**src/rtl/core/linear_recurrence_scan_top_assert.svh**
```systemverilog
// ----------------------------------------------------------------------------
// Assertion macros for the linear recurrence scan block
// Each macro expects clk and rst_n in the scope where it is used.
// ----------------------------------------------------------------------------
`ifndef LINEAR_RECURRENCE_SCAN_TOP_ASSERT_SVH
`define LINEAR_RECURRENCE_SCAN_TOP_ASSERT_SVH

// same-cycle implication
`define LRS_ASSERT_NOW(name, ante, cons, msg) \
  name: assert property (@(posedge clk) disable iff (!rst_n) (ante) |-> (cons)) \
    else $error(msg);

// next-cycle implication
`define LRS_ASSERT_NEXT(name, ante, cons, msg) \
  name: assert property (@(posedge clk) disable iff (!rst_n) (ante) |=> (cons)) \
    else $error(msg);

`endif

```
**src/rtl/core/lrs_ram.sv**
```systemverilog
// ----------------------------------------------------------------------------
// lrs_ram
// Generic single-write, single-read RAM with registered read data.
// ----------------------------------------------------------------------------
module lrs_ram #(
  parameter int WIDTH = 32,
  parameter int DEPTH = 16,
  parameter int AW    = (DEPTH > 1) ? $clog2(DEPTH) : 1
) (
  input  logic             clk,
  input  logic             we,
  input  logic [AW-1:0]    waddr,
  input  logic [WIDTH-1:0] wdata,
  input  logic             re,
  input  logic [AW-1:0]    raddr,
  output logic [WIDTH-1:0] rdata
);

  logic [WIDTH-1:0] mem [DEPTH];
  logic [WIDTH-1:0] rdata_r;

  // write port
  always_ff @(posedge clk) begin
    if (we) begin
      mem[waddr] <= wdata;
    end
  end

  // registered read, holds while not enabled
  always_ff @(posedge clk) begin
    if (re) begin
      rdata_r <= mem[raddr];
    end
  end

  assign rdata = rdata_r;

endmodule

```
**config.mk**
```make
export PLATFORM = sky130hd
export DESIGN_NAME = lrs_ram
export DESIGN_NICKNAME = d
export VERILOG_FILES = /design/src/rtl/core/linear_recurrence_scan_top_assert.svh /design/src/rtl/core/lrs_ram.sv
export SDC_FILE = /design/constraint.sdc
export NUM_CORES = 1
export LEC_CHECK = 0
export BUFFER_PORTS_ARGS = -buffer_cell sky130_fd_sc_hd__buf_2
export CAP_MARGIN = 15
export CELL_PAD_IN_SITES_DETAIL_PLACEMENT = 1
export CELL_PAD_IN_SITES_GLOBAL_PLACEMENT = 2
export CORE_AREA = 2 2 212 235
export CTS_BUF_LIST = sky130_fd_sc_hd__clkbuf_8
export DETAILED_ROUTE_END_ITERATION = 10
export DIE_AREA = 0 0 214 237
export PLACE_DENSITY_LB_ADDON = 0.3
export RECOVER_POWER = 25
export SLEW_MARGIN = 15
export SYNTH_ARGS = -nofsm -noshare
export SYNTH_HDL_FRONTEND = slang
export SYNTH_SLANG_ARGS = --single-unit
```
**constraint.sdc**
```tcl
create_clock -name clk -period 4.55 [get_ports clk]
set_input_delay 0.6825 -clock clk [delete_from_list [all_inputs] [get_ports clk]]
set_output_delay 0.6825 -clock clk [all_outputs]
set_load 0.005 [all_outputs]
```
==> reports/results.ini <==
[worst_setup_path]
critPathArrivalTime_ps=2460
crit_type=in2reg
crit_path_max_fanout=21
cp-start-kind=input pin
worst_setup_path_end_kind=flop
r2r_cells=3
worstPathRequired_ps=4860

[power]
p_leak_nw=7.34
pwr_density_cell_nw_per_um2=428
p_seq_share_pct=57.5
share_comb_of_total_power_pct=4.9
switching_share_pct=22.4
p_clk_share_pct=37.6
peakVddDrop_v=0.000145
internal-power_mw=7.66
power_switching_mw=2.21

[detailed_routing]
antenna_left=0
drt_iter0_drc=854
wl_per_cell_um=26.9
drc=0
vias=9381
wl_mm=46.0
routed_via_density=5.49
drtPass1Iterations=5

[place]
io_buffers=74
gp_congestion=0.678
placed_area_um2=21600
dpl.hpwl_mm=23.7

[cts]
clk_latency_ps=640
htree_levels=3
cts_buffer_depth=3
cts_buffers=84
cts_tree=built
ctsHoldBuffers=0
cts_setup_buffers=0
path_clk_slew_ps=70
cts_root_buf=clkbuf_8
cts_resized=0
clkSinkCount=544

[floorplanning]
start_util_pct=41.7
die_y_um=237
core_um2=48400
die-area_um2=50700
rows=85
die_w_um=214
ios=75

[final_layout]
nFillCells=4350
syn_to_final_growth_pct=14.3
final_nets=1029
layout-drive-gt1-share_pct=32.2
final_area_um2=23100

[logic_synthesis]
synthFlopType=edfxtp_1
synth_edf_count=544
synth-seq-cells=544
yosysWarnings=0
syn-mean-instance-area_um2=24.1
netlist_area_um2=20200
synth_fp_nets=881
synth_cell_types=17
async_flop_share_pct=0
ys_seq_area_share_pct=81.0
syn_inst=838

[timing]
rsz0062_at_grt=no
worst_pin_slew_ps=1050
relSlewSlack_pct=29.7
finalClockSkew_ps=15.9
fin_crit_sh_pct=47.3
setup_viol=0
min_period_ps=2150
fmax_ghz=0.464
hold_violations=0
slew_viol_final=0
finalSetupTns_ps=0

[grt]
grt_usage_pct=18.6
grt_max_degree=48
grt_pass1_vias=10200
antenna_found_initial=3
grt_overflow=0
grt_pass1_wl_mm=68.0

[min_path]
min_path_type=in2reg
hold_depth=1

[status]
status=finished clean

[flow_run]
drv_cap=0

-- cells in the mapped netlist, types with 4 or more instances --
cell type / n / area share [%]
mux4_2: 128 / 14
edfxtp_1: 544 / 81
nor3_1: 4 / 0.099
nor2_1: 13 / 0.24
buf_4: 11 / 0.41
buf_2: 4 / 0.099
buf_1: 9 / 0.17
clkbuf_1: 17 / 0.32
a22oi_1: 64 / 2.4
nand2_1: 33 / 0.61
-- through the flow --
| stage | std cells | power, mW | utilization [%] | worst slack, ps | hold slack (ps) |
|---|---|---|---|---|---|
| 6_report | 1709 | 9.87 | 47.6 | 2400 | 427 |
| 3_5_place_dp | 1552 | 6.29 | 44.6 | 1680 | 737 |
| 2_1_floorplan | 838 | 6.05 | - | 688 | 710 |
| 4_1_cts | 1708 | 9.99 | 47.7 | 2360 | 365 |
| 5_1_grt | 1709 | 10.2 | 47.6 | 2320 | 427 |
| 3_3_place_gp | 1552 | 6.27 | 44.6 | 1710 | 726 |
-- worst max-delay path, stage by stage --
cell     delay [ps]
buf_2           170
nand2_1         260
nor2_4          890
buf_4           420
-- routing by layer --
layer  vias to the layer above  global-route usage (%)  wire length, um
met5                         -                       0               30
met4                         4                    5.95              726
met1                      5106                    25.8            20000
met3                        63                    3.82             2740
li1                       3919                       -                -
met2                       289                    29.8            22600
-- cell usage in the layout (no fill, tap or decap), drive strengths merged --
cell type and count:
diode 1, clkinv 45, nand3b 2, mux4 128
inv 22, nand2b 2, nand2 33, nor2 13
a22oi 64, clkbuf 110, clkinvlp 3, nor2b 2
or3b 1, buf 80, bufinv 1, edfxtp 544
nor3 4, and2 1, nand3 1
-- power groups by stage --
stage | clock [mW] | combinational, mW | sequential, mW
after detailed placement | 0 | 0.501 | 5.78
after CTS | 3.81 | 0.501 | 5.68
after floorplan | 0 | 0.270 | 5.78
final | 3.71 | 0.485 | 5.68
after global placement | 0 | 0.488 | 5.78
after global routing | 4.01 | 0.527 | 5.69
-- area by class of cell --
type / count / area (um2) / share of cell area, %
multi-input cells: 251 / 3750 / 16.3
well taps: 652 / 816 / 3.54
repair buffers: 105 / 634 / 2.75
diodes: 1 / 2.50 / 0.0109
flip-flops and latches: 544 / 16300 / 70.9
clock buffers: 85 / 1170 / 5.07
clock inverters: 71 / 344 / 1.49
-- state kept, by name, indices dropped and copies added (netlist names) --
name / flops
mem: 512
rdata: 32
-- logic make-up after synthesis --
| logic type | synth area share (%) |
|---|---|
| AOI/OAI and AO/OA | 2.38 |
| buffers and inverters | 1.10 |
| DFF | 81.0 |
| muxes | 14.3 |
| and+or+nand+nor | 1.25 |
-- path summary, 6_finish.rpt --
kind | startpoint | to | slack [ps]
setup / recovery | waddr[0] | mem[15][11]$_DFFE_PP_ | 2400
hold / removal | wdata[4] | mem[2][4]$_DFFE_PP_ | 430
setup reg to reg | mem[11][12]$_DFFE_PP_ | rdata[12]$_DFFE_PP_ | 3070
hold reg to reg | mem[12][0]$_DFFE_PP_ | rdata[0]$_DFFE_PP_ | 750
No activity file was read; power rests on OpenSTA's default activity.
